**config.mk**
```make
export PLATFORM = sky130hd
export DESIGN_NAME = mstc_div
export DESIGN_NICKNAME = d
export VERILOG_FILES = /design/src/hdl/mstc_pkg.sv /design/src/hdl/mstc_div.sv
export SDC_FILE = /design/constraint.sdc
export NUM_CORES = 1
export LEC_CHECK = 0
export ABC_AREA = 1
export BUFFER_PORTS_ARGS = -buffer_cell sky130_fd_sc_hd__clkbuf_2
export CAP_MARGIN = 20
export CORE_MARGIN = 2
export CORE_UTILIZATION = 36
export CTS_CLUSTER_DIAMETER = 150
export CTS_CLUSTER_SIZE = 30
export DETAILED_ROUTE_END_ITERATION = 10
export MAX_ROUTING_LAYER = met4
export SLEW_MARGIN = 5
export SYNTH_ARGS = -nofsm -noshare
export SYNTH_HDL_FRONTEND = slang
export SYNTH_SLANG_ARGS = --single-unit
```
**constraint.sdc**
```tcl
create_clock -name clk -period 3.13 [get_ports clk]
set_input_delay 0.313 -clock clk [delete_from_list [all_inputs] [get_ports clk]]
set_output_delay 0.313 -clock clk [all_outputs]
set_load 0.05 [all_outputs]
```
**src/hdl/mstc_pkg.sv**
```systemverilog
// Shared types, constants and the control store for the motor speed/torque controller.
// Depends on nothing; imported by mstc_div and motor_speed_torque_controller.
package mstc_pkg;

	localparam int FRAC_BITS_DEF = 16;
	localparam int DATA_W        = 32;
	localparam int ROW_W         = 18;
	localparam int REG_W         = 31;
	localparam int AXIS_W        = 3;
	localparam int DIVISOR_W     = 32;
	localparam int APB_ADDR_W    = 5;
	localparam int APB_DATA_W    = 32;
	localparam int IN_TDATA_W    = 184;
	localparam int OUT_TDATA_W   = 96;
	localparam int STEP_W        = 6;

	localparam logic [AXIS_W-1:0] AXIS_NEG_X = 3'd3;
	localparam logic [AXIS_W-1:0] AXIS_NEG_Z = 3'd5;

	localparam logic signed [63:0] SAT_MAX = 64'sd2147483647;
	localparam logic signed [63:0] SAT_MIN = -SAT_MAX - 64'sd1;

	typedef logic [STEP_W-1:0] step_t;

	typedef enum logic [2:0] {
		REG_MAX_TORQUE   = 3'd0,
		REG_INERTIA_GAIN = 3'd1,
		REG_DAMPING_GAIN = 3'd2,
		REG_AXIS_SELECT  = 3'd3,
		REG_INERTIA_X    = 3'd4,
		REG_INERTIA_Y    = 3'd5,
		REG_INERTIA_Z    = 3'd6
	} reg_idx_t;

	// multiplier operand A
	typedef enum logic [3:0] {
		MA_W0, MA_W1, MA_W2, MA_IX, MA_IY, MA_IZ, MA_ACC,
		MA_FORCE, MA_PFORCE, MA_TERM, MA_A0, MA_A1, MA_A2
	} mul_a_t;

	// multiplier operand B
	typedef enum logic [3:0] {
		MB_A0, MB_A1, MB_A2, MB_ABS0, MB_ABS1, MB_ABS2,
		MB_INERT, MB_IGAIN, MB_DGAIN, MB_F, MB_FORCE
	} mul_b_t;

	// register write-back action of a step
	typedef enum logic [4:0] {
		WB_NONE, WB_LOAD, WB_SUM_SET, WB_SUM_ADD, WB_SPEED, WB_INERTIA,
		WB_ACC, WB_FORCE, WB_DIFF, WB_DIV1, WB_FADD, WB_FCALC, WB_TERM,
		WB_LIMIT, WB_STATE, WB_PACC, WB_T0, WB_T1, WB_T2, WB_OUT, WB_OUTZ
	} wb_t;

	// jump condition; taken -> tgt, else next step
	typedef enum logic [3:0] {
		BR_NEXT, BR_ALWAYS, BR_NO_INPUT, BR_CMD_ZERO, BR_PACC_ZERO,
		BR_DIV_BUSY, BR_DAMP, BR_NOT_STEADY, BR_INERT_ZERO, BR_OUT_FULL
	} br_t;

	typedef struct packed {
		mul_a_t ma;
		mul_b_t mb;
		wb_t    wb;
		br_t    br;
		step_t  tgt;
	} ucode_t;

	localparam step_t S_IDLE      = 6'd0;
	localparam step_t S_DIV1_WAIT = 6'd14;
	localparam step_t S_DAMP      = 6'd19;
	localparam step_t S_LIMIT     = 6'd24;
	localparam step_t S_DIV2_WAIT = 6'd26;
	localparam step_t S_TORQUE    = 6'd28;
	localparam step_t S_OUT       = 6'd32;
	localparam step_t S_ZOUT      = 6'd34;

	function automatic logic signed [31:0] sat32(input logic signed [63:0] v);
		if (v > SAT_MAX)
			return 32'sh7fffffff;
		else if (v < SAT_MIN)
			return 32'sh80000000;
		return v[31:0];
	endfunction

	function automatic ucode_t uc(input mul_a_t ma, input mul_b_t mb, input wb_t wb,
		input br_t br, input step_t tgt);
		ucode_t w;
		w.ma  = ma;
		w.mb  = mb;
		w.wb  = wb;
		w.br  = br;
		w.tgt = tgt;
		return w;
	endfunction

	// Control store. Multiply issued at step n is consumed by the write-back of step n+1.
	function automatic ucode_t ucode_rom(input step_t s);
		case (s)
			6'd0:  return uc(MA_W0, MB_A0, WB_LOAD, BR_NO_INPUT, S_IDLE);
			6'd1:  return uc(MA_W0, MB_A0, WB_NONE, BR_CMD_ZERO, S_ZOUT);
			6'd2:  return uc(MA_W1, MB_A1, WB_SUM_SET, BR_NEXT, S_IDLE);
			6'd3:  return uc(MA_W2, MB_A2, WB_SUM_ADD, BR_NEXT, S_IDLE);
			6'd4:  return uc(MA_IX, MB_ABS0, WB_SPEED, BR_NEXT, S_IDLE);
			6'd5:  return uc(MA_IY, MB_ABS1, WB_SUM_SET, BR_NEXT, S_IDLE);
			6'd6:  return uc(MA_IZ, MB_ABS2, WB_SUM_ADD, BR_NEXT, S_IDLE);
			6'd7:  return uc(MA_W0, MB_A0, WB_INERTIA, BR_NEXT, S_IDLE);
			6'd8:  return uc(MA_W0, MB_A0, WB_ACC, BR_NEXT, S_IDLE);
			6'd9:  return uc(MA_ACC, MB_INERT, WB_NONE, BR_NEXT, S_IDLE);
			6'd10: return uc(MA_W0, MB_A0, WB_FORCE, BR_NEXT, S_IDLE);
			6'd11: return uc(MA_FORCE, MB_IGAIN, WB_DIFF, BR_NEXT, S_IDLE);
			6'd12: return uc(MA_W0, MB_A0, WB_FORCE, BR_NEXT, S_IDLE);
			6'd13: return uc(MA_W0, MB_A0, WB_DIV1, BR_PACC_ZERO, S_LIMIT);
			6'd14: return uc(MA_W0, MB_A0, WB_NONE, BR_DIV_BUSY, S_DIV1_WAIT);
			6'd15: return uc(MA_W0, MB_A0, WB_NONE, BR_DAMP, S_DAMP);
			6'd16: return uc(MA_W0, MB_A0, WB_NONE, BR_NOT_STEADY, S_LIMIT);
			6'd17: return uc(MA_PFORCE, MB_DGAIN, WB_NONE, BR_NEXT, S_IDLE);
			6'd18: return uc(MA_W0, MB_A0, WB_FADD, BR_ALWAYS, S_LIMIT);
			6'd19: return uc(MA_W0, MB_A0, WB_FCALC, BR_NEXT, S_IDLE);
			6'd20: return uc(MA_PFORCE, MB_F, WB_NONE, BR_NEXT, S_IDLE);
			6'd21: return uc(MA_W0, MB_A0, WB_TERM, BR_NEXT, S_IDLE);
			6'd22: return uc(MA_TERM, MB_DGAIN, WB_NONE, BR_NEXT, S_IDLE);
			6'd23: return uc(MA_W0, MB_A0, WB_FADD, BR_ALWAYS, S_LIMIT);
			6'd24: return uc(MA_W0, MB_A0, WB_LIMIT, BR_NEXT, S_IDLE);
			6'd25: return uc(MA_W0, MB_A0, WB_STATE, BR_INERT_ZERO, S_TORQUE);
			6'd26: return uc(MA_W0, MB_A0, WB_NONE, BR_DIV_BUSY, S_DIV2_WAIT);
			6'd27: return uc(MA_W0, MB_A0, WB_PACC, BR_NEXT, S_IDLE);
			6'd28: return uc(MA_A0, MB_FORCE, WB_NONE, BR_NEXT, S_IDLE);
			6'd29: return uc(MA_A1, MB_FORCE, WB_T0, BR_NEXT, S_IDLE);
			6'd30: return uc(MA_A2, MB_FORCE, WB_T1, BR_NEXT, S_IDLE);
			6'd31: return uc(MA_W0, MB_A0, WB_T2, BR_NEXT, S_IDLE);
			6'd32: return uc(MA_W0, MB_A0, WB_OUT, BR_OUT_FULL, S_OUT);
			6'd33: return uc(MA_W0, MB_A0, WB_NONE, BR_ALWAYS, S_IDLE);
			6'd34: return uc(MA_W0, MB_A0, WB_OUTZ, BR_OUT_FULL, S_ZOUT);
			default: return uc(MA_W0, MB_A0, WB_NONE, BR_ALWAYS, S_IDLE);
		endcase
	endfunction

endpackage

```
**src/hdl/mstc_div.sv**
```systemverilog
// Bit-serial signed divider, quotient truncated toward zero, one quotient bit per cycle.
// Depends on mstc_pkg; used by motor_speed_torque_controller.
module mstc_div
	import mstc_pkg::*;
#(
	parameter int DVW = FRAC_BITS_DEF + 34
) (
	input  logic                        clk,
	input  logic                        arst_n,
	input  logic                        start,
	input  logic signed [DVW-1:0]       dividend,
	input  logic signed [DIVISOR_W-1:0] divisor,
	output logic                        busy,
	output logic signed [DVW-1:0]       quotient
);

	localparam int CNT_W = $clog2(DVW + 1);

	logic [CNT_W-1:0]     cnt_q;
	logic [DIVISOR_W-1:0] rem_q;
	logic [DVW-1:0]       quo_q;
	logic [DIVISOR_W-1:0] dvs_q;
	logic                 neg_q;

	logic [DIVISOR_W:0]   rem_sh;
	logic                 ge;
	logic [DIVISOR_W:0]   rem_sub;

	assign rem_sh  = {rem_q, quo_q[DVW-1]};
	assign ge      = rem_sh >= {1'b0, dvs_q};
	assign rem_sub = rem_sh - {1'b0, dvs_q};

	assign busy     = cnt_q != '0;
	assign quotient = neg_q ? -signed'(quo_q) : signed'(quo_q);

	always_ff @(posedge clk or negedge arst_n) begin
		if (!arst_n) begin
			cnt_q <= '0;
		end else if (start) begin
			cnt_q <= CNT_W'(DVW);
		end else if (busy) begin
			cnt_q <= cnt_q - CNT_W'(1);
		end
	end

	always_ff @(posedge clk) begin
		if (start) begin
			rem_q <= '0;
			quo_q <= dividend[DVW-1] ? DVW'(-dividend) : DVW'(dividend);
			dvs_q <= divisor[DIVISOR_W-1] ? DIVISOR_W'(-divisor) : DIVISOR_W'(divisor);
			neg_q <= dividend[DVW-1] ^ divisor[DIVISOR_W-1];
		end else if (busy) begin
			// remainder stays below the divisor, so the top bit drops out
			rem_q <= ge ? rem_sub[DIVISOR_W-1:0] : rem_sh[DIVISOR_W-1:0];
			quo_q <= {quo_q[DVW-2:0], ge};
		end
	end

endmodule
```
==> Word level (Yosys, flattened, before mapping) <==
Index checks and enable logic that the tools add are counted.
{ "op_classes": {"addsub": 5, "n_lt_le_gt_ge": 1, "n_mux": 8, "n_bitwise": 1, "reduce_logical": 2} }
{ "ops": {"columns": ["operator", "n"], "rows": [
  ["$mux W50", 4],
  ["$neg A50 Y50", 2],
  ["$ge A33 B32 Y1", 1],
  ["$mux W32", 1],
  ["$neg A32 Y32", 1],
  ["$sub A32 B32 Y32", 1],
  ["$mux W31", 1],
  ["$mux W6", 2],
  ["$reduce_bool A6 Y1", 1],
  ["$sub A6 B1 Y6 const B", 1],
  ["$reduce_bool A2 Y1", 1],
  ["$xor A1 B1 Y1", 1]
]} }
{ "totals": {"regBits": 121, "in_bits": 85, "output_inout_bits": 51, "wordCells": 23} }

==> Logic depth before layout (Yosys ltp) <==
{ "depth": {"ltp_word": 3, "mapped_depth": 17, "mapped_depth_nobuf": 17} }

==> Least setup slack after synthesis <==
OpenSTA, ideal clock, no wires.
{ "synth_timing": {"path_type": "register -> register", "start": "register cnt_q[0]", "end": "register quo_q[0] (enable)", "setup_ps": 434, "arrival_ps": 2946, "t_required_ps": 2696, "path_slack_ps": -250, "path_stages_with_launch": 9, "path_buffers": 1, "cell_sequence": "dfrtp_1 > inv_1 > ha_1 > nand3_1 > nor2_1 > inv_1 > nor2_1 > inv_1 > clkbuf_1"} }
{ "synth_via": {"elab_chain_cells": 2} }
{ "synth_lines": {"columns": ["item", "line", "source"], "rows": [
  ["from (decl)", "mstc_div.sv:19", "logic [CNT_W-1:0] cnt_q;"],
  ["from (signal assigned)", "mstc_div.sv:40", "cnt_q <= CNT_W'(DVW);"],
  ["from (signal assigned)", "mstc_div.sv:42", "cnt_q <= cnt_q - CNT_W'(1);"],
  ["$reduce_bool A6 Y1", "mstc_div.sv:33", "assign busy = cnt_q != '0;"],
  ["named net busy", "mstc_div.sv:13", "output logic busy,"],
  ["$reduce_bool A2 Y1 (no line)", null, null],
  ["to (signal assigned)", "mstc_div.sv:49", "quo_q <= dividend[DVW-1] ? DVW'(-dividend) : DVW'(dividend);"],
  ["to (signal assigned)", "mstc_div.sv:55", "quo_q <= {quo_q[DVW-2:0], ge};"],
  ["to (decl)", "mstc_div.sv:21", "logic [DVW-1:0] quo_q;"]
]} }
The timed path passes the listed nets, and every way through them passes these cells.
A chain may end at the register's enable or synchronous reset.

==> Final worst setup path <==
{ "layout_timing": {"start": "register quo_q[4]", "end": "output quotient[49]"} }
{ "layout_via": {"elab_chain_cells": 2} }
{ "layout_lines": {"columns": ["item", "line", "source"], "rows": [
  ["$neg A50 Y50", "mstc_div.sv:34", "assign quotient = neg_q ? -signed'(quo_q) : signed'(quo_q);"],
  ["$mux W50", "mstc_div.sv:34", null],
  ["to (decl)", "mstc_div.sv:14", "output logic signed [DVW-1:0] quotient"]
]} }
No other way between the ends.

==> results.md <==
* Register Area at ~3300 µm²
* Final WS setup at 186 ps
* Core footprint at 31400 µm²
* Number of distinct library cells after synthesis at 47
* Setup total negative slack at 0 ps
* Yosys top cell area share at 0.218
* CP cell instances: nor2_1 -> nand3_1 -> nor2_4 -> nand4_2 -> nor2_2 -> nand2_1 -> nand2_1 -> o21ai_0 -> xor2_1 -> clkbuf_4
* Number of global-route vias before repair at between 10000 and 15000
* Count of final setup violators at 0
* Clock Root Buffer: clkbuf_16
* Clk buf depth at 2
* Cell repeated most along the worst path: nand2_1
* Die width at 182 µm
* Clock Latency Late Sink at 430 ps
* Fin cells at 2343
* Clock sink count at 121
* Inst Count DP at 2304
* CTS Buf Count at 17
* Ports at 136
* Placed cell areas at 12500 µm²
* Pre-Repair DR Iteration Count at 5
* Worst relative slew slack at 0.348
* CP max FO at 5
* CTS clk-pin slew, worst paths at approximately 60 ps
* CP max stage cell: edfxtp_1
* Die height at 182 µm
* Cell with the most instances after synthesis: nand2_1
* Commonest cells post-synth: nand2_1 (546), inv_1 (290), nor2_1 (199), nand3_1 (142), edfxtp_1 (83)
* Post-detail-place hpwl at 30300 µm
* Power per cell area at between 600 and 700 nW/µm²
* R2R depth at 12
* Max IR drop VDD at 0.337 mV
* P_leak at 6.50 nW
* Post-route ant nets at 0
* Hold path depth at 1
* Post-synth net total at 1919
* Hold_sp: divisor[0]
* Largest area contributor in the netlist: edfxtp_1
* Critical Path AT at 2630 ps
* Layout area overhead at 15.1%
* Multi-input logic area at 6830 µm²
* Final Hold Viols at 0
* First-pass GRT wire length at 59300 µm
* Initial antenna violation count at 4
* H-Tree Depth at 4
* Final Wtd Congestion at 0.978
* Vias post-DR at 11704
* Setup WS pre-CTS at ~120 ps
* Total gr overflow at 0
* Family with the most delay on the worst path: simple AND/OR/NAND/NOR gates
* # Max-Cap Violations at 0
* Number of port buffers at 135
* Largest net degree at the start of global routing at between 50 and 60
* Post-synth EDFFs at 83
* Clock Skews at about 10 ps
* Reg2Reg Setup Slack at 390 ps
* Yosys Warn Count at 0
* Synthesized instance count at 1797
* Fin nets at between 2000 and 2500
* Post-synthesis sequential area ratio at 0.288
* Vias/cell at 5.00
* Most area-consuming cells after synthesis: edfxtp_1 (22%), nand2_1 (18%), inv_1 (9.5%), nor2_1 (6.5%), nand3_1 (6.2%)
* Worst Hold Path EP: dvs_q[0]$_DFFE_PP_
* CP Capture Type: output port
* Cell area after layout at 13100 µm²
* Ys flop type: edfxtp_1
* Status: complete, no violations
* Avg WL per Cell at between 15 and 20 µm
* Final period utilization at 0.941
* Fin. max-slew vios at 0
* CP Buf/Inv Count at 1
* Share of cells above drive strength 1 at 0.119
* Tmin final at 2940 ps
* Syn_area_per_cell at 6.35 µm²
* Hold Path Class: primary input to flop
* CTS tree: done
* GRT Util Overall at 0.234
* Startpoint types: flop
* Initial Util at 0.363
* # DRC at 0
* Core Rows at 65
* Slowest cell delay on critical path at 470 ps
* #FFs+latches synth at ~120
* Starting DRT DRC Count at 786
* FFs w/ async S/R, synth at 0.0496
* RSZ-0062 raised after global routing: no
* Worst reg2reg path endpoint: quo_q[0]$_DFFE_PP_
* Highest clock rate at 340 MHz
* Worst Tran Pin Value at 977 ps
* Reg2reg start: dvs_q[11]$_DFFE_PP_
* CP Class: flop to output port
* Total Wirelength at approximately 37000 µm
* Die area at 33100 µm²
* Worst EP required at 2820 ps
* Fill cells at 3403
* Post-synthesis instance area at ~11000 µm²
## power breakdown
group | internal, W | leakage (nW) | switching [W]
Clock | 0.00113 | 0.269 | 0.000745
Sequential | 0.00202 | 1.20 | 0.000194
Combinational | 0.00126 | 5.02 | 0.00280
## cell usage in the layout (no fill, tap or decap), drive strengths merged, types with 2 or more instances in the layout
| cell type | synthesis | routed |
|---|---|---|
| nor3 | 26 | 26 |
| o21bai | 6 | 6 |
| o211ai | 3 | 3 |
| diode | 0 | 4 |
| nor2 | 213 | 214 |
| edfxtp | 83 | 83 |
| nand4 | 40 | 40 |
| clkinvlp | 0 | 3 |
| dfrtp | 6 | 6 |
| and3 | 2 | 2 |
| o31ai | 6 | 6 |
| nand3 | 148 | 148 |
| o21ai | 108 | 108 |
| a21oi | 35 | 35 |
| xnor2 | 34 | 34 |
| clkinv | 0 | 7 |
| a31oi | 5 | 5 |
| xor2 | 81 | 81 |
| nand2 | 554 | 554 |
| nor4 | 5 | 5 |
| o22ai | 2 | 2 |
| dfxtp | 32 | 32 |
| ha | 36 | 36 |
| clkbuf | 24 | 151 |
| nand3b | 22 | 22 |
| or2 | 5 | 5 |
| inv | 294 | 294 |
| and2 | 2 | 2 |
| buf | 20 | 20 |
## layout make-up
class | instances | share of cell area
flip-flops and latches | 121 | 0.250
clock inverters | 11 | 0.00752
multi-input cells | 1339 | 0.520
well taps | 402 | 0.0383
diodes | 4 | 0.000762
clock buffers | 21 | 0.0350
repair buffers | 151 | 0.0646
inverters | 294 | 0.0840
## flip-flops by register name (all words and copies together), names as in the netlist
register and flops:
cnt_q 6, quo_q 50, dvs_q 32, rem_q 32
neg_q 1
## kinds of logic after synthesis
group / count (synthesis) / share of synthesized area
AOI/OAI and AO/OA: 168 / 0.0825
buffers and inverters: 338 / 0.115
DFF: 121 / 0.288
adders and majority gates: 37 / 0.0412
and+or+nand+nor: 1018 / 0.385
xor gates and xnor gates: 115 / 0.0883
## worst max path at each step
stage / end / slack (ps) / from / cells past startpoint
3_3_place_gp: quo_q[0]$_DFFE_PP_ / 170 / dvs_q[9]$_DFFE_PP_ / 12
4_1_cts: quotient[44] / 60 / quo_q[0]$_DFFE_PP_ / 14
3_5_place_dp: quo_q[0]$_DFFE_PP_ / 120 / dvs_q[11]$_DFFE_PP_ / 12
2_1_floorplan: quotient[32] / 500 / quo_q[0]$_DFFE_PP_ / 10
5_1_grt: quotient[48] / 2 / quo_q[0]$_DFFE_PP_ / 11
6_report: quotient[49] / 190 / quo_q[4]$_DFFE_PP_ / 10
## metrics by stage
stage	hold WS [ps]	total power (W)	util
2_1_floorplan	17.4	0.00527	-
3_3_place_gp	152	0.00624	0.399
3_5_place_dp	154	0.00625	0.399
4_1_cts	69.0	0.00816	0.417
5_1_grt	70.9	0.00880	0.418
6_report	83.8	0.00816	0.418
## timing repair
item,in CTS,in global routing
pin swaps,0,2
hold endpoints to repair,6,0
resized for setup,1,10
hold buffers,1,0
setup buffers,0,1
cloned,0,1
endpoints found under the setup margin,1,40
## per-layer routing
| metal | GRT usage | wire length (µm) | vias up |
|---|---|---|---|
| li1 | - | - | 5978 |
| met1 | 0.281 | 16100 | 5276 |
| met2 | 0.392 | 17700 | 369 |
| met3 | 0.0279 | 1910 | 81 |
| met4 | 0.113 | 1680 | 0 |
| met5 | - | 0 | - |
(Power assumes the default switching activity.)
